[src/hdl/bilinear_wrap_texture_sampler_unit_macros.svh]
// ----------------------------------------------------------------------------
// Bilinear wrap texture sampler: assertion macros
// Shared concurrent assertion forms, reset-qualified on rst_n.
// ----------------------------------------------------------------------------
`ifndef BILINEAR_WRAP_TEXTURE_SAMPLER_UNIT_MACROS_SVH
`define BILINEAR_WRAP_TEXTURE_SAMPLER_UNIT_MACROS_SVH

// Same-cycle implication
`define BWTS_ASSERT_NOW(label, ante, cons) \
    label: assert property (@(posedge clk) disable iff (!rst_n) (ante) |-> (cons)) \
        else $error("bwts assertion failed");

// Next-cycle implication
`define BWTS_ASSERT_NEXT(label, ante, cons) \
    label: assert property (@(posedge clk) disable iff (!rst_n) (ante) |=> (cons)) \
        else $error("bwts assertion failed");

`endif

[src/hdl/bwts_pkg.sv]
// ----------------------------------------------------------------------------
// Bilinear wrap texture sampler: package
// Shared types, mode codes and default texture size.
// ----------------------------------------------------------------------------
package bwts_pkg;

    // Default texture side in texels
    localparam int TEXTURE_SIDE_DEF = 512;

    // Item mode codes
    localparam logic MODE_WRITE  = 1'b0;
    localparam logic MODE_SAMPLE = 1'b1;

    // One stored texel, green in the high byte
    typedef struct packed {
        logic [7:0] green;
        logic [7:0] red;
    } texel_t;

    // 2x2 neighbourhood: row y0 (t00, t01) and row y1 (t10, t11)
    typedef struct packed {
        texel_t t00;
        texel_t t01;
        texel_t t10;
        texel_t t11;
    } quad_t;

    // 7-bit fractional blend weights
    typedef struct packed {
        logic [6:0] fx;
        logic [6:0] fy;
    } weight_t;

endpackage

[src/hdl/bwts_blend.sv]
// ----------------------------------------------------------------------------
// Bilinear wrap texture sampler: blend pipeline
// Row blend across x, then column blend across y into the output register.
// ----------------------------------------------------------------------------
module bwts_blend (
    input  logic               clk,
    input  logic               rst_n,
    input  logic               in_valid,
    output logic               in_ready,
    input  bwts_pkg::quad_t    quad,
    input  bwts_pkg::weight_t  weight,
    output logic               out_valid,
    input  logic               out_ready,
    output logic [14:0]        red_sample,
    output logic [14:0]        green_sample
);

    // a*(128-f) + b*f, exact, at most 32640
    function automatic logic [14:0] row_blend(input logic [7:0] a, input logic [7:0] b,
                                              input logic [6:0] f);
        logic [7:0]  wl;
        logic [15:0] acc;
        wl  = 8'd128 - {1'b0, f};
        acc = 16'(a) * 16'(wl) + 16'(b) * 16'(f);
        return acc[14:0];
    endfunction

    // (r0*(128-f) + r1*f) >> 7, truncated
    function automatic logic [14:0] col_blend(input logic [14:0] r0, input logic [14:0] r1,
                                              input logic [6:0] f);
        logic [7:0]  wl;
        logic [21:0] acc;
        wl  = 8'd128 - {1'b0, f};
        acc = 22'(r0) * 22'(wl) + 22'(r1) * 22'(f);
        return acc[21:7];
    endfunction

    logic        s3_ready;
    logic        s3_valid_reg;
    logic [14:0] red_r0_reg;
    logic [14:0] red_r1_reg;
    logic [14:0] grn_r0_reg;
    logic [14:0] grn_r1_reg;
    logic [6:0]  fy_reg;
    logic        out_valid_reg;
    logic [14:0] red_reg;
    logic [14:0] grn_reg;

    assign s3_ready = !out_valid_reg || out_ready;
    assign in_ready = !s3_valid_reg || s3_ready;

    // Row blend stage
    always_ff @(posedge clk or negedge rst_n)
    begin
        if (!rst_n)
        begin
            s3_valid_reg <= 1'b0;
        end
        else if (in_ready)
        begin
            s3_valid_reg <= in_valid;
        end
    end

    always_ff @(posedge clk)
    begin
        if (in_valid && in_ready)
        begin
            red_r0_reg <= row_blend(quad.t00.red,   quad.t01.red,   weight.fx);
            red_r1_reg <= row_blend(quad.t10.red,   quad.t11.red,   weight.fx);
            grn_r0_reg <= row_blend(quad.t00.green, quad.t01.green, weight.fx);
            grn_r1_reg <= row_blend(quad.t10.green, quad.t11.green, weight.fx);
            fy_reg     <= weight.fy;
        end
    end

    // Column blend into the output register
    always_ff @(posedge clk or negedge rst_n)
    begin
        if (!rst_n)
        begin
            out_valid_reg <= 1'b0;
        end
        else if (s3_ready)
        begin
            out_valid_reg <= s3_valid_reg;
        end
    end

    always_ff @(posedge clk)
    begin
        if (s3_valid_reg && s3_ready)
        begin
            red_reg <= col_blend(red_r0_reg, red_r1_reg, fy_reg);
            grn_reg <= col_blend(grn_r0_reg, grn_r1_reg, fy_reg);
        end
    end

    assign out_valid    = out_valid_reg;
    assign red_sample   = red_reg;
    assign green_sample = grn_reg;

endmodule

[config.mk]
export PLATFORM = sky130hd
export DESIGN_NAME = bwts_blend
export DESIGN_NICKNAME = d
export VERILOG_FILES = /design/src/hdl/bilinear_wrap_texture_sampler_unit_macros.svh /design/src/hdl/bwts_pkg.sv /design/src/hdl/bwts_blend.sv
export SDC_FILE = /design/constraint.sdc
export NUM_CORES = 2
export LEC_CHECK = 0
export BUFFER_PORTS_ARGS = -buffer_cell sky130_fd_sc_hd__buf_2
export CAP_MARGIN = 30
export CORE_ASPECT_RATIO = 0.75
export CORE_MARGIN = 3
export CORE_UTILIZATION = 69
export CTS_BUF_LIST = sky130_fd_sc_hd__clkbuf_8
export CTS_CLUSTER_SIZE = 30
export DETAILED_ROUTE_END_ITERATION = 8
export PLACE_DENSITY = 0.87
export SYNTH_ARGS = -nofsm -noshare
export SYNTH_HDL_FRONTEND = slang
export SYNTH_SLANG_ARGS = --single-unit
export TNS_END_PERCENT = 50
[constraint.sdc]
create_clock -name clk -period 17.8 [get_ports clk]
set_input_delay 1.78 -clock clk [delete_from_list [all_inputs] [get_ports clk]]
set_output_delay 1.78 -clock clk [all_outputs]
set_load 0.05 [all_outputs]
; Yosys cells after proc, flatten, opt, wreduce, memory -nomap -nowiden
; Cells that the tools add are included.
[classes]
n_addsub = 8
reduce_logical = 6
n_mul = 12
[op_table]
columns = operator, count
row1 = adder 15 bit, 4
row2 = multiplier 8 x 7 -> 15 bit, 4
row3 = multiplier 8 x 8 -> 15 bit, 4
row4 = adder 22 bit, 2
row5 = multiplier 15 x 7 -> 22 bit, 2
row6 = multiplier 15 x 8 -> 22 bit, 2
row7 = "subtractor 8 x 7 -> 8 bit, first input constant", 2
row8 = logical AND 1 bit, 2
row9 = zero test 1 bit, 2
row10 = logical OR 1 bit, 2
[totals]
ff_bits = 99
inputBits = 82
wordCells = 35
out_inout_bits = 32

; Logic depth before layout (Yosys ltp)
[logic_depth]
word_depth = 4
mapped_depth = 28
depth_no_buf = 25

; Worst setup path after synthesis
; No wires, ideal clock.
[synth_timing]
kind = input -> register
startpoint = input weight[9] (netlist bit)
endpoint = register grn_r1_reg[14], data pin
t_arrival_ps = 7354
required_time_ps = 17542
setup_ps = 258
n_path_buf = 2
path_slack_ps = 10189
path_stages = 23
cell_sequence = clkbuf_1 > nor2_1 > nand3_1 > nor2_1 > xnor2_1 > clkbuf_1 > nand2_1 > fa_1 > fa_1 > fa_1 > inv_1 > fa_1 > inv_1 > fa_1 > fa_1 > inv_1 > ha_1 > a21oi_1 > nor2b_1 > o41ai_1 > o21ai_0 > o41a_1 > xnor2_1
[synth_via]
elab_chain_cells = 3
word_cells_on_any_way = 4
cone_classes = add/sub (2) / mul (2)
[synth_rtl]
columns = element, line
row1 = from (decl), bwts_blend.sv:11  ; input bwts_pkg::weight_t weight,
row2 = subtractor 8 x 7 -> 8 bit, bwts_blend.sv:23  ; wl = 8'd128 - {1'b0, f};
row3 = multiplier 8 x 8 -> 15 bit, bwts_blend.sv:24  ; acc = 16'(a) * 16'(wl) + 16'(b) * 16'(f);
row4 = adder 15 bit *, bwts_blend.sv:24
row5 = to (signal assigned), bwts_blend.sv:72  ; grn_r1_reg <= row_blend(quad.t10.green, quad.t11.green, weight.fx);
row6 = to (decl), bwts_blend.sv:43  ; logic [14:0] grn_r1_reg;
; Mark *: on every way between the ends. The rest lies on a longest branch, timed or not.
; A chain may end at the register's enable or synchronous reset.

; Final worst setup path
[layout_timing]
startpoint = input weight[7] (netlist bit)
endpoint = register grn_r1_reg[14], data pin
; Same word-level chain as after synthesis.

==> impl_metrics.ini <==
[worst_setup_path]
slowest_stage = fa_1
crit_path_start_kind = input port
cp_cell_sequence = buf_2, buf_4, inv_1, ha_1, nand2_1, xor2_2, buf_4, nand2_1, fa_1, fa_1, fa_1, inv_1, fa_1, inv_1, fa_1, fa_1, inv_1, ha_1, a21oi_1, nor2b_1, o41ai_1, o21ai_0, o41a_1, xnor2_1
cp-end-kind = flop
worstPathArrival_ns = 8.74
cpMostUsedCell = fa_1
required_ns = 18.02
path_class = in2reg
worst-path-max-fanout = 66
max_stage_delay_ns = 0.54

[yosys]
synth_adder_area_share_pct = 56.28
synthXorXnorAreaFrac_pct = 2.977
synth-edff-count = 97
ys_ff_latch = 99
synthSimpleGateAreaFrac_pct = 17.66
yosys_most_used_dff = edfxtp_1
avgSynthCellArea_um2 = 9.458
synth_compound_area_share_pct = 2.605
ys_seq_area_share_pct = 9.004
yosys_warnings = 0
synth.area.mux_share_pct = 0.06464
netlist_area_um2 = 32900
synth-async-reset-ratio_pct = 2.020
syn_inst = 3479
synth_top_family_by_area = adder cells
syn_nets = 4621
synth.distinct_cells = 61

[floorplan]
rows = 68
die_y_um = 195.1
dieArea_um2 = 50370
start_util_pct = 70.70
chipWidth_um = 258.2
core_area_um2 = 46540
io_pins = 114

[cts]
clk_pin_slew_ns = 0.12
cts.sinks = 99
ctsResizeCount = 0
cts_tree = yes
ctsHtreeMaxLevel = 3
clk-insertion-delay-late_ns = 0.45
cts_hold_buf = 0
clk_path_buf_depth = 2
cts_setup_buffers = 0
clock-root-buffer = clkbuf_8
cts_made_buffers = 9

[global_routing]
grt_pass1_vias = 24680
grt_usage_pct = 30.81
grt_overflow = 0
grt_pass1_wl_mm = 123.7
grt_max_degree = 68
antenna_found_initial = 2

[placement]
numPortBuffers = 113
place.gp.congestion = 0.8721
placed_area_um2 = 34140
hpwlAfterDp_mm = 60.17

[final_layout]
syn2layout_area_growth_pct = 4.335
stdcell_area_um2 = 34330
multi_input_area_um2 = 26260
fillCellCount = 3257
drive_gt1_share_pct = 5.064
post-route-util_pct = 73.77
fin_nets = 4672
seqCellArea_um2 = 2963

[timing]
fmax_mhz = 117.4
finalCritPeriodShare_pct = 47.87
rsz0062_at_grt = false
timing.final.crit_period_ns = 8.521
setup_tns_ns = 0
slew_viol_final = 0
max_slew_margin_pct = 34.19
finClkSkew_ns = 0.01399
worst_pin_slew_ns = 0.9872
finalSetupViolations = 0
hold_viol_final = 0

[detailed_routing]
postRouteAntennaNets = 0
routed_via_density = 5.519
totalWireLength_mm = 72.77
firstDrtPassIters = 6
initialDrtViolationCount = 1620
wl_per_cell_um = 17.46
drc = 0
vias = 23000

[status]
status = complete, no violations

[job]
maxCapViolCount = 0

[hold_path]
holdCritPathClass = reg2reg
[worst paths after layout]
path / startpoint / to / slack (ns) / cells after the start
min in group asynchronous: rst_n / s3_valid_reg$_DFFE_PN0N_ / 1.09 / 1
worst min-delay path: s3_valid_reg$_DFFE_PN0N_ / out_valid$_DFFE_PN0P_ / 0.52 / 1
worst max register to register: fy_reg[0]$_DFFE_PP_ / red_sample[14]$_DFFE_PP_ / 9.75 / 23
max in group asynchronous: rst_n / out_valid$_DFFE_PN0P_ / 16.61 / 1
worst max-delay path: weight[7] / grn_r1_reg[14]$_DFFE_PP_ / 9.28 / 24
worst min register to register: s3_valid_reg$_DFFE_PN0N_ / out_valid$_DFFE_PN0P_ / 0.52 / 1
[stage by stage]
step                setup WS, ns  cells  hold WS (ns)
floorplan                  10.19   3479        0.4490
global placement           9.120   4149        0.4749
detailed placement         8.942   4149        0.4887
CTS                        9.412   4165        0.5211
global route               8.878   4167        0.5735
finish                     9.279   4167        0.5206
[kinds of logic (layout without fill, tap and decap cells)]
kind of cell,after synthesis,in the layout
fa+ha+maj,1060,1060
compound gates,126,126
mux,2,2
flops,99,99
other cells,0,2
xor+xnor,111,111
simple gates,1083,1083
buf+inv,998,1054
[synthesized netlist by cell type (all sizes together), types with 4 or more instances]
library cell / count / area [µm²]
nand2: 342 / 1286
o31ai: 5 / 42.54
and3: 8 / 50.05
clkbuf: 94 / 352.8
a31oi: 4 / 25.02
xnor2: 98 / 865.8
nor2: 56 / 210.2
ha: 360 / 4504
and2: 613 / 3835
nor4: 5 / 52.55
nor2b: 9 / 56.30
fa: 700 / 14010
nor3: 17 / 85.08
a311oi: 4 / 35.03
nand4: 4 / 25.02
o41ai: 4 / 35.03
inv: 901 / 3382
edfxtp: 97 / 2913
or3: 7 / 43.79
o311ai: 5 / 43.80
o21ai: 18 / 90.09
a21o: 14 / 105.1
a21boi: 4 / 30.03
a21oi: 39 / 195.2
o21a: 7 / 52.55
nand3: 5 / 25.02
xor2: 13 / 113.9
nand2b: 5 / 31.28
[worst max-delay path: cells and delay by family]
family	cells	cell delay, ns
fa+ha+maj	8	3.55
compound gates	4	1.32
buf+inv	7	1.23
xor+xnor	2	0.44
simple gates	3	0.35
[layer usage]
layer  GRT usage, %  vias to the layer above  part of all wire, %
li1               -                    10300                    -
met1          42.53                    11550                   41
met2          50.43                     1004                   48
met3          6.677                      142                  9.3
met4          7.448                        0                  2.3
met5              0                        -                    0
[cell usage in the layout (no fill, tap or decap), types with 17 or more instances in the layout]
master,synthesis,layout
o21ai_0,18,18
nor3_1,17,17
nor2_1,56,56
ha_1,360,360
buf_4,0,24
a21oi_1,39,39
inv_1,901,901
and2_1,613,611
buf_2,2,113
fa_1,700,700
nand2_1,341,341
xnor2_1,97,89
edfxtp_1,97,97
[area by class of cell]
| class | instances | area share (%) |
|---|---|---|
| Clock inverter | 7 | 0.1713 |
| Antenna cell | 2 | 0.01458 |
| Inverter | 901 | 9.851 |
| Multi-Input combinational cell | 2382 | 76.50 |
| Sequential cell | 99 | 8.630 |
| Tap cell | 630 | 2.296 |
| Clock buffer | 9 | 0.3608 |
| Timing Repair Buffer | 137 | 2.172 |
Power is left out: the tool's default activity adds up to more than one toggle a clock period on the data nets, which glitch-free logic cannot reach.
