==> config.mk <==
export PLATFORM = sky130hd
export DESIGN_NAME = bwts_coord
export DESIGN_NICKNAME = d
export VERILOG_FILES = /design/src/hdl/bilinear_wrap_texture_sampler_unit_macros.svh /design/src/hdl/bwts_pkg.sv /design/src/hdl/bwts_coord.sv
export SDC_FILE = /design/constraint.sdc
export NUM_CORES = 1
export LEC_CHECK = 0
export BUFFER_PORTS_ARGS = -buffer_cell sky130_fd_sc_hd__buf_2
export CAP_MARGIN = 5
export CORE_ASPECT_RATIO = 1.1
export CORE_MARGIN = 2
export CORE_UTILIZATION = 41
export CTS_CLUSTER_DIAMETER = 100
export DETAILED_ROUTE_END_ITERATION = 8
export PLACE_DENSITY = 0.78
export SYNTH_ARGS = -nofsm -noshare
export SYNTH_HDL_FRONTEND = slang
export SYNTH_SLANG_ARGS = --single-unit
==> constraint.sdc <==
create_clock -name clk -period 2.63 [get_ports clk]
set_input_delay 0.263 -clock clk [delete_from_list [all_inputs] [get_ports clk]]
set_output_delay 0.263 -clock clk [all_outputs]
set_load 0.005 [all_outputs]
==> src/hdl/bilinear_wrap_texture_sampler_unit_macros.svh <==
// ----------------------------------------------------------------------------
// Bilinear wrap texture sampler: assertion macros
// Shared concurrent assertion forms, reset-qualified on rst_n.
// ----------------------------------------------------------------------------
`ifndef BILINEAR_WRAP_TEXTURE_SAMPLER_UNIT_MACROS_SVH
`define BILINEAR_WRAP_TEXTURE_SAMPLER_UNIT_MACROS_SVH

// Same-cycle implication
`define BWTS_ASSERT_NOW(label, ante, cons) \
    label: assert property (@(posedge clk) disable iff (!rst_n) (ante) |-> (cons)) \
        else $error("bwts assertion failed");

// Next-cycle implication
`define BWTS_ASSERT_NEXT(label, ante, cons) \
    label: assert property (@(posedge clk) disable iff (!rst_n) (ante) |=> (cons)) \
        else $error("bwts assertion failed");

`endif

==> src/hdl/bwts_pkg.sv <==
// ----------------------------------------------------------------------------
// Bilinear wrap texture sampler: package
// Shared types, mode codes and default texture size.
// ----------------------------------------------------------------------------
package bwts_pkg;

    // Default texture side in texels
    localparam int TEXTURE_SIDE_DEF = 512;

    // Item mode codes
    localparam logic MODE_WRITE  = 1'b0;
    localparam logic MODE_SAMPLE = 1'b1;

    // One stored texel, green in the high byte
    typedef struct packed {
        logic [7:0] green;
        logic [7:0] red;
    } texel_t;

    // 2x2 neighbourhood: row y0 (t00, t01) and row y1 (t10, t11)
    typedef struct packed {
        texel_t t00;
        texel_t t01;
        texel_t t10;
        texel_t t11;
    } quad_t;

    // 7-bit fractional blend weights
    typedef struct packed {
        logic [6:0] fx;
        logic [6:0] fy;
    } weight_t;

endpackage

==> src/hdl/bwts_coord.sv <==
// ----------------------------------------------------------------------------
// Bilinear wrap texture sampler: coordinate stage
// Scales 0.16 coordinates to texel indices and weights, registers the beat.
// ----------------------------------------------------------------------------
module bwts_coord #(
    parameter int TEXTURE_SIDE = bwts_pkg::TEXTURE_SIDE_DEF
) (
    input  logic                                clk,
    input  logic                                rst_n,
    input  logic                                in_valid,
    output logic                                in_ready,
    input  logic                                mode,
    input  logic [15:0]                         u_coord,
    input  logic [15:0]                         v_coord,
    input  logic [7:0]                          texel_red,
    input  logic [7:0]                          texel_green,
    output logic                                s1_valid,
    input  logic                                s1_ready,
    output logic                                s1_mode,
    output logic [$clog2(TEXTURE_SIDE)-1:0]     s1_x0,
    output logic [$clog2(TEXTURE_SIDE)-1:0]     s1_x1,
    output logic [$clog2(TEXTURE_SIDE)-1:0]     s1_y0,
    output logic [$clog2(TEXTURE_SIDE)-1:0]     s1_y1,
    output bwts_pkg::weight_t                   s1_weight,
    output bwts_pkg::texel_t                    s1_texel
);

    localparam int IW = $clog2(TEXTURE_SIDE);
    localparam int SW = 16 + IW;

    logic [SW-1:0]       su;
    logic [SW-1:0]       sv;
    logic                accept;
    logic                valid_reg;
    logic                mode_reg;
    logic [IW-1:0]       x0_reg;
    logic [IW-1:0]       y0_reg;
    bwts_pkg::weight_t   weight_reg;
    bwts_pkg::texel_t    texel_reg;

    // Scaled coordinates, 16 fraction bits
    assign su = SW'(u_coord) * SW'(TEXTURE_SIDE);
    assign sv = SW'(v_coord) * SW'(TEXTURE_SIDE);

    assign in_ready = !valid_reg || s1_ready;
    assign accept   = in_valid && in_ready;

    // Stage valid
    always_ff @(posedge clk or negedge rst_n)
    begin
        if (!rst_n)
        begin
            valid_reg <= 1'b0;
        end
        else if (in_ready)
        begin
            valid_reg <= in_valid;
        end
    end

    // Stage payload
    always_ff @(posedge clk)
    begin
        if (accept)
        begin
            mode_reg        <= mode;
            x0_reg          <= su[SW-1:16];
            y0_reg          <= sv[SW-1:16];
            weight_reg.fx   <= su[15:9];
            weight_reg.fy   <= sv[15:9];
            texel_reg.red   <= texel_red;
            texel_reg.green <= texel_green;
        end
    end

    // Right and lower neighbours wrap to zero past the last texel
    assign s1_x1 = (x0_reg == IW'(TEXTURE_SIDE - 1)) ? '0 : x0_reg + 1'b1;
    assign s1_y1 = (y0_reg == IW'(TEXTURE_SIDE - 1)) ? '0 : y0_reg + 1'b1;

    assign s1_valid  = valid_reg;
    assign s1_mode   = mode_reg;
    assign s1_x0     = x0_reg;
    assign s1_y0     = y0_reg;
    assign s1_weight = weight_reg;
    assign s1_texel  = texel_reg;

endmodule

After elaboration in Yosys (flattened, before gate mapping)
Index checks and enable logic that the tools add are counted.
Widths: inputs -> output; s select.
{"block": "classes", "n_addsub": 2, "n_eq_ne": 2, "mux": 2, "reduce_logical": 3}
{"operator": "$add 9x1->9 const B", "n": 2}
{"operator": "$eq 9x9->1 const B", "n": 2}
{"operator": "$mux 9", "n": 2}
{"operator": "$logic_and 1x1->1", "n": 1}
{"operator": "$logic_not 1->1", "n": 1}
{"operator": "$logic_or 1x1->1", "n": 1}
{"block": "word_totals", "ff_bits": 50, "wordCells": 17}

Longest topological paths before layout
Gate-level depths: netlist of run 1.
{"block": "depth", "ltp_word": 3, "depth_mapped": 5}

Least setup slack after synthesis of run 1
OpenSTA, ideal clock, no wires.
{"block": "synth_path", "kind": "flip-flop to flip-flop", "from": "register valid_reg (netlist: s1_valid)", "to": "register mode_reg (netlist: s1_mode) (enable)", "setup_ps": 412, "t_arrival_ps": 1692, "t_required_ps": 2218, "path_slack_ps": 526, "stages_incl_launch_ff": 3, "n_path_buf": 0, "path_cell_list": "dfrtp_1 -> nand2b_1 -> and2_1"}
{"block": "synth_via", "elab_chain_len": 3}
{"item": "start, declared", "line_no": "bwts_coord.sv:34", "rtl": "logic valid_reg;"}
{"item": "start signal, assigned", "line_no": "bwts_coord.sv:57", "rtl": "valid_reg <= in_valid;"}
{"item": "$logic_not 1->1", "line_no": "bwts_coord.sv:45", "rtl": "assign in_ready = !valid_reg || s1_ready;"}
{"item": "$logic_or 1x1->1", "line_no": "bwts_coord.sv:45"}
{"item": "named net in_ready", "line_no": "bwts_coord.sv:11", "rtl": "output logic in_ready,"}
{"item": "$logic_and 1x1->1", "line_no": "bwts_coord.sv:46", "rtl": "assign accept = in_valid && in_ready;"}
{"item": "named net accept", "line_no": "bwts_coord.sv:33", "rtl": "logic accept;"}
{"item": "end signal, assigned", "line_no": "bwts_coord.sv:66", "rtl": "mode_reg <= mode;"}
{"item": "end, declared", "line_no": "bwts_coord.sv:35", "rtl": "logic mode_reg;"}
The timed path passes the listed nets, and every way through them passes these cells.
A chain may end at the register's enable or synchronous reset.

Worst setup path in the final report of run 1
{"block": "layout_path", "from": "register y0_reg[0] (netlist: s1_y0[0])", "to": "output port s1_y1[6]"}
{"block": "layout_via", "elab_chain_len": 2, "elab_cells_between_ends": 3, "cone_classes": "1 x add/sub; 1 x eq/ne; 1 x mux"}
{"item": "start, declared", "line_no": "bwts_coord.sv:37", "rtl": "logic [IW-1:0] y0_reg;"}
{"item": "start signal, assigned", "line_no": "bwts_coord.sv:68", "rtl": "y0_reg <= sv[SW-1:16];"}
{"item": "$add 9x1->9 or $eq 9x9->1 (tied branches)", "line_no": "bwts_coord.sv:78", "rtl": "assign s1_y1 = (y0_reg == IW'(TEXTURE_SIDE - 1)) ? '0 : y0_reg + 1'b1;"}
{"item": "$mux 9 (*)", "line_no": "bwts_coord.sv:78"}
{"item": "end, declared", "line_no": "bwts_coord.sv:23", "rtl": "output logic [$clog2(TEXTURE_SIDE)-1:0] s1_y1,"}
Every way passes the cells marked *; elsewhere a longest branch is shown, timed or not.

==> reports/metrics.csv, run 1 <==
stage,metric,value,unit
synth,Synth Net Count,168,
timing,relative slew slack,62.3,%
worst_setup_path,startpoint types,register,
die,DIE WIDTH,68.3,um
layout,layout cells sized above 1,55.0,%
run,MaxCap Viol Count,0,
synth,Ys Warns,0,
layout,most frequent cells in the layout,"121 x buf_2, 49 x edfxtp_1, 10 x nor2_1, 7 x nand3_1",
die,Row Count,25,
placement,Routability Congestion,0.717,
drt,Routed WL,3850,um
timing,RSZ-0062 raised after global routing,no,
worst_setup_path,Worst EP required,2.37,ns
placement,placed cell area,0.00256,mm2
timing,final hold violations,0,
outcome,status,completed,
global_routing,gr ovfl total,0,
timing,Clock Skew,0.00317,ns
die,number of I/O pins,122,
layout,ANT cells,0,
cts,Max clock buf depth,2,
pwr,Worst VDD drop,0.474,mV
drt,DRT iter0 DRCs,24,
synth,Unique masters post-synth,16,
timing,Final min period,1.97,ns
drt,vias per cell,4.71,
timing,"Setup violations, final",0,
synth,area fraction of the dominant cell type after synthesis,79.0,%
cts,CTS sink count,50,
global_routing,all-layer global routing usage,15.2,%
worst_setup_path,WP data arrival,1.71,ns
timing,final worst-path cycle share,74.8,%
cts,Root Buffer,clkbuf_8,
drt,Pre-antenna DRT Iters,4,
pwr,LEAKAGE,1.16,nW
placement,IO Port Bufs,121,
cts,worst-skew pair later-pin latency,0.29,ns
pwr,Cell Pwr Density,611,mW/mm2
pwr,Final Power,1.64,mW
worst_hold_path,worst min path class,input pin to register,
die,DIE AREA,0.00510,mm2
die,Initial Util,42.8,%
synth,synth top area cells,"edfxtp_1 79%, ha_1 4.0%, nor2_1 2.0%",
layout,synth-to-layout area growth,43.9,%
timing,Slew @ Worst Pin,0.565,ns
cts,CTS HTree Levels,2,
global_routing,first-pass GRT wire length,5510,um
drt,DRC Markers,0,
drt,Final ANT Viol Nets,0,
global_routing,vias in the first global route,1335,
placement,dpl hpwl,3070,um
layout,"most common cell after layout, fill and taps aside",buf_2,
worst_hold_path,hold depth,1,
layout,final design instance area without fill,0.00268,mm2
global_routing,initial antenna violation count,0,
synth,Yosys top cell by area,edfxtp_1,
layout,fin nets,298,
cts,CTS buffer count,5,
timing,Hold WS,0.136,ns
synth,Mapped Cells,109,
synth,Synth Register Bits,50,
cts,"Reg clk slew, reported paths",0.09,ns
timing,Max Fclk,508,MHz
timing,Slew Limit Fails,0,
die,Die Height,74.7,um
worst_setup_path,Crit. End Element,output port,
timing,Fin Setup TNS,0,ns
cts,Post-CTS Resized,0,
worst_setup_path,Crit Path Max Fanout,6,
worst_setup_path,r2r worst-path depth,3,
global_routing,largest net degree at the start of global routing,27,
synth,Synth Cell Area,0.00186,mm2
worst_setup_path,Worst Setup Path Type,register to output port,
drt,routed len/inst,13.1,um
synth,Mapped Avg Cell Area,17.1,um2
die,Core ar.,0.00435,mm2
layout,final core utilization,61.6,%
cts,TritonCTS clock tree,done,
synth,sequential share of the synthesized area,80.3,%
drt,DR vias,1384,
flip-flops by register name, indices dropped and copies added, names as in the netlist:
register   flops
s1_mode        1
s1_texel      16
s1_valid       1
s1_weight     14
s1_x0          9
s1_y0          9
metrics by stage:
step | setup WS, ns | instances
2_1_floorplan | 0.526 | 109
3_3_place_gp | 1.06 | 285
3_5_place_dp | 0.979 | 285
4_1_cts | 0.637 | 294
5_1_grt | 0.511 | 294
6_report | 0.662 | 294
layout make-up:
class | count | area [um2]
clock inverter | 3 | 43.8
timing repair buffer | 123 | 636
tap | 54 | 67.6
multi-input combinational | 59 | 368
clock buffer | 5 | 68.8
sequential | 50 | 1500
fill | 330 | 1670
worst max-delay path: stages (launching register included):
cell	delay, ns
edfxtp_1	0.45
ha_1	0.28
nand3_1	0.09
nor2_1	0.06
ha_1	0.25
a21oi_1	0.14
buf_2	0.13
synth_stat cells:
master    count
a21oi_1       6
and2_1        1
dfrtp_1       1
edfxtp_1     49
ha_1          6
nand2_1       4
nand2b_1      2
nand3_1       7
nand3_2       1
nand4_1       2
nor2_1       10
nor2b_1       2
o21ai_0       6
or3_1         6
xnor2_1       2
xor2_1        4
timing repair:
action | in CTS | in global routing
hold buffers | 1 | 0
buffers inserted | 0 | 0
setup endpoints to repair | 0 | 0
endpoints found under the hold margin | 1 | 0
per-layer routing:
metal | part of all wire (%) | up-vias | wire (um) | GRT usage [%]
li1 | - | 671 | - | -
met1 | 35 | 622 | 1340 | 14.6
met2 | 50 | 85 | 1910 | 25.2
met3 | 14 | 6 | 539 | 9.87
met4 | 1.4 | 0 | 55 | 6.67
met5 | 0 | - | 0 | 0
power by group:
part | total, mW | switching [mW] | internal, mW
Sequential | 0.950 | 0.0226 | 0.928
Combinational | 0.161 | 0.0749 | 0.0861
Clock | 0.526 | 0.241 | 0.285
final timing paths:
kind / from / endpoint / slack, ns
max: s1_y0[0]$_DFFE_PP_ / s1_y1[6] / 0.66
min: v_coord[0] / s1_weight[0]$_DFFE_PP_ / 0.14
max reg2reg: s1_valid$_DFFE_PN0P_ / s1_texel[4]$_DFFE_PP_ / 1.05
min reg2reg: s1_valid$_DFFE_PN0P_ / s1_valid$_DFFE_PN0P_ / 0.56
max in group asynchronous: rst_n / s1_valid$_DFFE_PN0P_ / 2.28
min in group asynchronous: rst_n / s1_valid$_DFFE_PN0P_ / 0.26
kinds of logic after synthesis:
group | Yosys count | synth area share [%]
AOI/OAI and AO/OA | 12 | 3.22
DFF | 50 | 80.3
and+or+nand+nor | 35 | 9.60
xor gates and xnor gates | 6 | 2.82
adders and majority gates | 6 | 4.03
No activity file was read; power rests on OpenSTA's default activity.
==> run 2: changes to the inputs <==
--- a/config.mk
+++ b/config.mk
@@ -5,14 +5,15 @@
 export SDC_FILE = /design/constraint.sdc
 export NUM_CORES = 1
 export LEC_CHECK = 0
+export ABC_AREA = 1
 export BUFFER_PORTS_ARGS = -buffer_cell sky130_fd_sc_hd__buf_2
 export CAP_MARGIN = 5
 export CORE_ASPECT_RATIO = 1.1
 export CORE_MARGIN = 2
-export CORE_UTILIZATION = 41
+export CORE_UTILIZATION = 42
 export CTS_CLUSTER_DIAMETER = 100
 export DETAILED_ROUTE_END_ITERATION = 8
-export PLACE_DENSITY = 0.78
+export PLACE_DENSITY = 0.79
 export SYNTH_ARGS = -nofsm -noshare
 export SYNTH_HDL_FRONTEND = slang
 export SYNTH_SLANG_ARGS = --single-unit
==> constraint.sdc (replaced) <==
create_clock -name clk -period 2.1 [get_ports clk]
set_input_delay 0.21 -clock clk [delete_from_list [all_inputs] [get_ports clk]]
set_output_delay 0.21 -clock clk [all_outputs]
set_load 0.005 [all_outputs]
==> run 2 against run 1 <==
- flip-flop and latch count unchanged
- worst hold slack worse by 0.048 ns
- non-clock buffer count increased by 6
- cell count rose by 13%
- highest routed layer unchanged
==> reports/metrics.csv, run 2 <==
stage,metric,value,unit,change
outcome,status,completed,,unchanged
synth,Mapped Cells,141,,was 109
synth,Synth Cell Area,0.00192,mm2,was 0.00186 mm2
cts,"Reg clk slew, reported paths",0.09,ns,about the same
timing,Fin Setup TNS,0,ns,unchanged
worst_setup_path,startpoint types,register,,unchanged
timing,final worst-path cycle share,96.8,%,
drt,DR vias,1527,,"was 1,384"
global_routing,gr ovfl total,0,,unchanged
cts,Max clock buf depth,2,,unchanged
drt,vias per cell,4.60,,was 4.71
die,Die Height,74.9,um,was 74.7 um
synth,area fraction of the dominant cell type after synthesis,76.7,%,was 79.0%
placement,IO Port Bufs,121,,unchanged
worst_setup_path,r2r worst-path depth,2,,was 3
timing,Max Fclk,492,MHz,
pwr,part of the power in registers,59.6,%,was 58.0%
global_routing,largest net degree at the start of global routing,32,,was 27
drt,DRC Markers,0,,unchanged
cts,TritonCTS clock tree,done,,unchanged
cts,worst-skew pair later-pin latency,0.29,ns,about the same
layout,fin nets,336,,was 298
synth,Synth Register Bits,50,,unchanged
pwr,Final Power,2.00,mW,was 1.64 mW
pwr,Psw,424,uW,was 339 uW
drt,Routed WL,4360,um,was 3850 um
worst_hold_path,worst min path class,input pin to register,,unchanged
die,number of I/O pins,122,,unchanged
worst_setup_path,Worst Setup Path Type,register to output port,,unchanged
layout,layout cells sized above 1,54.7,%,was 55.0%
run,MaxCap Viol Count,0,,unchanged
timing,relative slew slack,75.1,%,was 62.3%
global_routing,first-pass GRT wire length,6000,um,was 5510 um
die,Core ar.,0.00435,mm2,unchanged
worst_setup_path,end of the worst register-to-register path,s1_y0[7]$_DFFE_PP_,,was s1_texel[4]$_DFFE_PP_
timing,Final WS setup,0.0667,ns,was 0.662 ns
layout,"most common cell after layout, fill and taps aside",buf_2,,unchanged
worst_setup_path,worst reg2reg startpoint,s1_valid$_DFFE_PN0P_,,unchanged
die,DIE AREA,0.00512,mm2,was 0.00510 mm2
die,DIE WIDTH,68.4,um,was 68.3 um
synth,Synth Net Count,200,,was 168
placement,Routability Congestion,0.868,,was 0.717
pwr,LEAKAGE,1.33,nW,was 1.16 nW
layout,max FFs per register,16,,unchanged
synth,ys flop type,edfxtp_1,,unchanged
worst_hold_path,hold depth,1,,unchanged
worst_setup_path,Worst EP required,1.89,ns,was 2.37 ns
placement,dpl ws,0.258,ns,was 0.979 ns
layout,most frequent cells in the layout,"121 x buf_2, 49 x edfxtp_1, 24 x nor2_1, 21 x nand2_1, 14 x inv_1",,"was 121 x buf_2, 49 x edfxtp_1, 10 x nor2_1, 7 x nand3_1"
synth,Unique masters post-synth,11,,was 16
drt,Pre-antenna DRT Iters,4,,unchanged
global_routing,all-layer global routing usage,16.5,%,was 15.2%
die,Initial Util,44.1,%,was 42.8%
timing,"Setup violations, final",0,,unchanged
drt,routed len/inst,13.1,um,about the same
cts,CTS sink count,50,,unchanged
synth,Yosys top cell by area,edfxtp_1,,unchanged
synth,Ys Warns,0,,unchanged
timing,Final min period,2.03,ns,
pwr,sw frac,21.2,%,was 20.7%
pwr,Worst VDD drop,0.557,mV,was 0.474 mV
die,Row Count,25,,unchanged
pwr,clock network fraction of total power,29.6,%,was 32.1%
worst_setup_path,Crit Path Max Fanout,5,,was 6
timing,final hold violations,0,,unchanged
global_routing,initial antenna violation count,0,,unchanged
drt,DRT iter0 DRCs,72,,was 24
layout,synth-to-layout area growth,46.1,%,was 43.9%
pwr,Comb pwr share,10.8,%,was 9.8%
worst_setup_path,Crit. End Element,output port,,unchanged
synth,Mapped Avg Cell Area,13.6,um2,was 17.1 um2
cts,CTS buffer count,5,,unchanged
layout,ANT cells,0,,unchanged
drt,Final ANT Viol Nets,0,,unchanged
timing,Slew Limit Fails,0,,unchanged
synth,synth top area cells,"edfxtp_1 77%, nor2_1 5.3%, nand2_1 4.7%",,"was edfxtp_1 79%, ha_1 4.0%, nor2_1 2.0%"
cts,Root Buffer,clkbuf_8,,unchanged
cts,CTS HTree Levels,2,,unchanged
worst_hold_path,HP Start,u_coord[4],,was v_coord[0]
global_routing,vias in the first global route,1368,,"was 1,335"
worst_setup_path,R2R Setup Slk,0.79,ns,was 1.05 ns
synth,asr flop ratio synth,2.00,%,unchanged
pwr,Int Pwr,1.57,mW,was 1.30 mW
timing,Clock Skew,0.00546,ns,was 0.00317 ns
synth,sequential share of the synthesized area,78.0,%,was 80.3%
pwr,Cell Pwr Density,712,mW/mm2,was 611 mW/mm2
timing,Slew @ Worst Pin,0.374,ns,was 0.565 ns
synth,top-count cell post-synth,edfxtp_1,,unchanged
worst_hold_path,hold path endpoint,s1_weight[11]$_DFFE_PP_,,was s1_weight[0]$_DFFE_PP_
synth,Synth top cells by count,"49 x edfxtp_1, 27 x nor2_1, 24 x nand2_1, 16 x inv_1, 7 x a21oi_1",,"was 49 x edfxtp_1, 10 x nor2_1, 7 x nand3_1"
synth,Post-synth EDFFs,49,,unchanged
layout,fill count,354,,was 330
placement,dpl hpwl,3360,um,was 3070 um
worst_setup_path,WP data arrival,1.82,ns,was 1.71 ns
-- run 2: cell types whose count changed after synthesis, sizes merged, moves of 3 or more --
cell / previous run / this run
nand3: 8 / 5
xor2: 4 / 1
nand2: 4 / 24
nor2: 10 / 28
or3: 6 / 0
inv: 0 / 16
-- run 2: worst max-delay path by stage --
stage                         startpoint                 to  slack (ns)  cells after the start
finish                s1_x0[1]$_DFFE_PP_           s1_x1[3]        0.07                     10
detailed placement    s1_x0[0]$_DFFE_PP_           s1_x1[3]        0.26                     10
global route          s1_x0[1]$_DFFE_PP_           s1_x1[3]       -0.03                     10
global placement      s1_y0[0]$_DFFE_PP_           s1_y1[2]        0.36                     10
CTS                   s1_x0[0]$_DFFE_PP_           s1_x1[3]        0.02                     10
floorplan           s1_valid$_DFFE_PN0P_  s1_mode$_DFFE_PP_        0.41                      1
-- run 2: cells by family after synthesis --
family	after synthesis	synth area share (%)
and+or+nand+nor	57	11.6
DFF	50	78.0
buffers and inverters	16	3.13
AOI/OAI and AO/OA	11	2.87
adders and majority gates	6	3.91
xor gates and xnor gates	1	0.457
-- run 2: per-stage QoR --
step | std cells | hold slack [ns] | area [um2] | util, %
2_1_floorplan | 141 | -0.0856 | 1930 | -
3_3_place_gp | 318 | -0.0138 | 2620 | 60.2
3_5_place_dp | 318 | -0.0124 | 2620 | 60.2
4_1_cts | 329 | 0.0764 | 2750 | 63.2
5_1_grt | 332 | 0.0686 | 2800 | 64.5
6_report | 332 | 0.0879 | 2800 | 64.5
-- run 2: layout make-up --
class	instances	area [um2]	share of cell area, %
well taps	54	67.6	2.41
inverters	16	60.1	2.14
clock inverters	1	8.76	0.312
repair buffers	129	668	23.8
clock buffers	7	96.3	3.44
flip-flops and latches	50	1500	53.4
multi-input cells	75	405	14.5
-- run 2: what timing repair did --
| item | in CTS | in global routing |
|---|---|---|
| setup endpoints to repair | 5 | 9 |
| gates resized for setup | 1 | 14 |
| hold endpoints to repair | 1 | 0 |
| pin swaps | 0 | 3 |
| hold buffers | 1 | 0 |
| buffers inserted | 2 | 3 |
-- run 2: routing by layer --
metal	vias up	part of all wire (%)	global-route usage, %
met3	4	9.9	7.32
met1	703	34	14.9
li1	750	-	-
met2	70	55	31.4
met4	0	1.1	6.00
met5	-	0	0
-- run 2: worst max-delay path, cell delays in order (launching register included) --
cell and delay (ns):
edfxtp_1 0.44, ha_2 0.22, nand2_2 0.08, inv_1 0.07, nand2_2 0.09, nor2_2 0.05
ha_2 0.19, inv_2 0.09, o21ai_2 0.07, a21oi_2 0.11, buf_2 0.13
-- run 2: power groups by stage --
stage               logic (mW)  clock network [mW]  registers (mW)
floorplan               0.0612                   0            1.22
global placement         0.202                   0            1.21
finish                   0.216               0.592            1.19
global route             0.242               0.644            1.20
CTS                      0.213               0.615            1.19
detailed placement       0.206                   0            1.21
==> run 3: changes to the inputs <==
--- a/config.mk
+++ b/config.mk
@@ -5,15 +5,14 @@
 export SDC_FILE = /design/constraint.sdc
 export NUM_CORES = 1
 export LEC_CHECK = 0
-export ABC_AREA = 1
 export BUFFER_PORTS_ARGS = -buffer_cell sky130_fd_sc_hd__buf_2
 export CAP_MARGIN = 5
 export CORE_ASPECT_RATIO = 1.1
 export CORE_MARGIN = 2
-export CORE_UTILIZATION = 42
+export CORE_UTILIZATION = 41
 export CTS_CLUSTER_DIAMETER = 100
 export DETAILED_ROUTE_END_ITERATION = 8
-export PLACE_DENSITY = 0.79
+export PLACE_DENSITY = 0.74
 export SYNTH_ARGS = -nofsm -noshare
 export SYNTH_HDL_FRONTEND = slang
 export SYNTH_SLANG_ARGS = --single-unit
==> run 3 against run 2 <==
- clock-buffer cell count decreased by 2
- clock skew up 0.0034 ns
- non-clock buffer count is 6 lower
- worst hold slack got worse by 0.0060 ns
- largest cell class unchanged
- highest routed layer unchanged
==> reports/metrics.csv, run 3 (synthesized netlist as in run 1, its figures left out) <==
stage,metric,value,unit,change
worst_setup_path,CP Cell Sequence,ha_1 > nand3_1 > nor2_1 > ha_1 > nor2_1 > buf_2,,was ha_2 > nand2_2 > inv_1 > nand2_2 > nor2_2 > ha_2 > inv_2 > o21ai_2 > a21oi_2 > buf_2
layout,max FFs per register,16,,unchanged
drt,DRC Markers,0,,unchanged
pwr,Worst VDD drop,0.639,mV,was 0.557 mV
worst_hold_path,hold path endpoint,s1_texel[7]$_DFFE_PP_,,was s1_weight[11]$_DFFE_PP_
worst_setup_path,Crit path buffers/inverters,1,,was 3
pwr,LEAKAGE,1.15,nW,was 1.33 nW
cts,CTS HTree Levels,2,,unchanged
layout,layout cells sized above 1,55.0,%,was 54.7%
worst_setup_path,R2R Setup Slk,0.71,ns,was 0.79 ns
layout,most frequent cells in the layout,"121 x buf_2, 49 x edfxtp_1, 10 x nor2_1, 7 x nand3_1",,"was 121 x buf_2, 49 x edfxtp_1, 24 x nor2_1, 21 x nand2_1, 14 x inv_1"
worst_setup_path,worst reg2reg startpoint,s1_valid$_DFFE_PN0P_,,unchanged
drt,Final ANT Viol Nets,0,,unchanged
timing,final hold violations,0,,unchanged
global_routing,initial antenna violation count,0,,unchanged
die,Initial Util,42.8,%,was 44.1%
cts,TritonCTS clock tree,done,,unchanged
cts,CTS buffer count,5,,unchanged
global_routing,met2 Use GR,28.0,%,was 31.4%
global_routing,GRT busiest layer,met2,,unchanged
drt,Pre-antenna DRT Iters,4,,unchanged
global_routing,GR Util met3,8.82,%,was 7.32%
cts,worst-skew pair later-pin latency,0.29,ns,about the same
timing,RSZ-0062 raised after global routing,no,,
drt,DR vias,1404,,"was 1,527"
die,DIE AREA,0.00510,mm2,was 0.00512 mm2
timing,"Setup violations, final",0,,unchanged
timing,Slew Limit Fails,0,,unchanged
global_routing,largest net degree at the start of global routing,41,,was 32
layout,area taken by multi-input logic gates,368,um2,was 405 um2
timing,Max Fclk,522,MHz,was 492 MHz
worst_setup_path,startpoint types,register,,unchanged
cts,Max clock buf depth,2,,unchanged
die,number of I/O pins,122,,unchanged
worst_setup_path,r2r worst-path depth,3,,was 2
layout,synth-to-layout area growth,42.8,%,was 46.1%
die,Row Count,25,,unchanged
global_routing,gr ovfl total,0,,unchanged
drt,DRT iter0 DRCs,57,,was 72
worst_setup_path,Crit Path Max Fanout,6,,was 5
global_routing,met1 usage,17.9,%,was 14.9%
die,Core ar.,0.00435,mm2,unchanged
cts,Post-CTS Resized,0,,was 1
drt,vias per cell,4.76,,was 4.60
worst_setup_path,Worst EP required,1.89,ns,about the same
global_routing,vias in the first global route,1365,,"was 1,368"
cts,Post-CTS Setup Inserts,0,,was 2
worst_hold_path,HP Start,texel_red[7],,was u_coord[4]
placement,IO Port Bufs,121,,unchanged
drt,Routed WL,4070,um,was 4360 um
worst_setup_path,Worst Setup Path Type,register to output port,,unchanged
worst_setup_path,end of the worst register-to-register path,s1_x0[3]$_DFFE_PP_,,was s1_y0[7]$_DFFE_PP_
worst_hold_path,hold depth,1,,unchanged
cts,CTS sink count,50,,unchanged
cts,Root Buffer,clkbuf_8,,unchanged
timing,relative slew slack,82.9,%,was 75.1%
placement,Routability Congestion,0.809,,was 0.868
timing,final worst-path cycle share,91.3,%,was 96.8%
timing,Slew @ Worst Pin,0.257,ns,was 0.374 ns
layout,fill count,334,,was 354
timing,Clock Skew,0.00887,ns,was 0.00546 ns
die,DIE WIDTH,68.3,um,was 68.4 um
worst_hold_path,worst min path class,input pin to register,,unchanged
worst_setup_path,WP data arrival,1.71,ns,was 1.82 ns
timing,Fin Setup TNS,0,ns,unchanged
layout,"most common cell after layout, fill and taps aside",buf_2,,unchanged
pwr,Final Power,1.95,mW,was 2.00 mW
worst_setup_path,"Largest delay share family, worst path",adder cells,,was flip-flops
worst_setup_path,Critical-path top delay cell,edfxtp_1,,unchanged
placement,dpl hpwl,3220,um,was 3360 um
global_routing,all-layer global routing usage,16.8,%,was 16.5%
worst_setup_path,max incr delay on CP,0.42,ns,was 0.44 ns
layout,fin nets,298,,was 336
layout,Register Area,0.00150,mm2,unchanged
die,Die Height,74.7,um,was 74.9 um
cts,"Reg clk slew, reported paths",0.09,ns,about the same
pwr,Cell Pwr Density,732,mW/mm2,was 712 mW/mm2
outcome,status,completed,,unchanged
timing,Final min period,1.92,ns,was 2.03 ns
global_routing,first-pass GRT wire length,6100,um,was 6000 um
run,MaxCap Viol Count,0,,unchanged
drt,routed len/inst,13.8,um,was 13.1 um
worst_setup_path,Crit. End Element,output port,,unchanged
==> run 3: final cells by class <==
cell class                 count  area share (%)
tap                           54            2.54
antenna                        1          0.0940
timing repair buffer         123            23.9
clock buffer                   5            2.59
clock inverter                 3           0.846
sequential                    50            56.2
multi-input combinational     59            13.8
==> run 3: layer usage <==
metal	up-vias	routed length [um]
met2	80	2110
met1	639	1400
met3	6	506
li1	679	-
met4	0	61
met5	-	0
==> run 3: how the worst max path moves through the flow <==
stage | start | end | slack, ns | cells after the start
floorplan | s1_valid$_DFFE_PN0P_ | s1_mode$_DFFE_PP_ | 0.52 | 2
detailed placement | s1_y0[0]$_DFFE_PP_ | s1_y1[3] | 0.52 | 6
CTS | s1_y0[0]$_DFFE_PP_ | s1_y1[3] | 0.17 | 6
global placement | s1_y0[0]$_DFFE_PP_ | s1_y1[5] | 0.54 | 6
global route | s1_y0[0]$_DFFE_PP_ | s1_y1[3] | 0.008 | 6
finish | s1_y0[0]$_DFFE_PP_ | s1_y1[3] | 0.18 | 6
==> run 3: report_power, final <==
group / leakage (nW) / total [mW] / internal (mW) / switching, mW
Sequential: 0.477 / 1.19 / 1.16 / 0.0293
Combinational: 0.624 / 0.203 / 0.108 / 0.0950
Clock: 0.0489 / 0.553 / 0.241 / 0.312
Total: 1.15 / 1.95 / 1.51 / 0.436
==> run 3: repair_timing <==
action | CTS | global route
hold endpoints to repair | 1 | 0
hold buffers | 1 | 0
setup endpoints to repair | 0 | 0
==> run 3: metrics by stage <==
| stage | setup slack, ns | hold slack (ns) | std cells | util (%) | cell area [um2] |
|---|---|---|---|---|---|
| 2_1_floorplan | 0.523 | -0.0856 | 109 | - | 1860 |
| 3_3_place_gp | 0.542 | -0.0145 | 285 | 58.8 | 2560 |
| 3_5_place_dp | 0.521 | -0.0122 | 285 | 58.8 | 2560 |
| 4_1_cts | 0.173 | 0.0687 | 294 | 61.2 | 2660 |
| 5_1_grt | 0.00768 | 0.0584 | 294 | 61.2 | 2660 |
| 6_report | 0.183 | 0.0819 | 295 | 61.2 | 2660 |
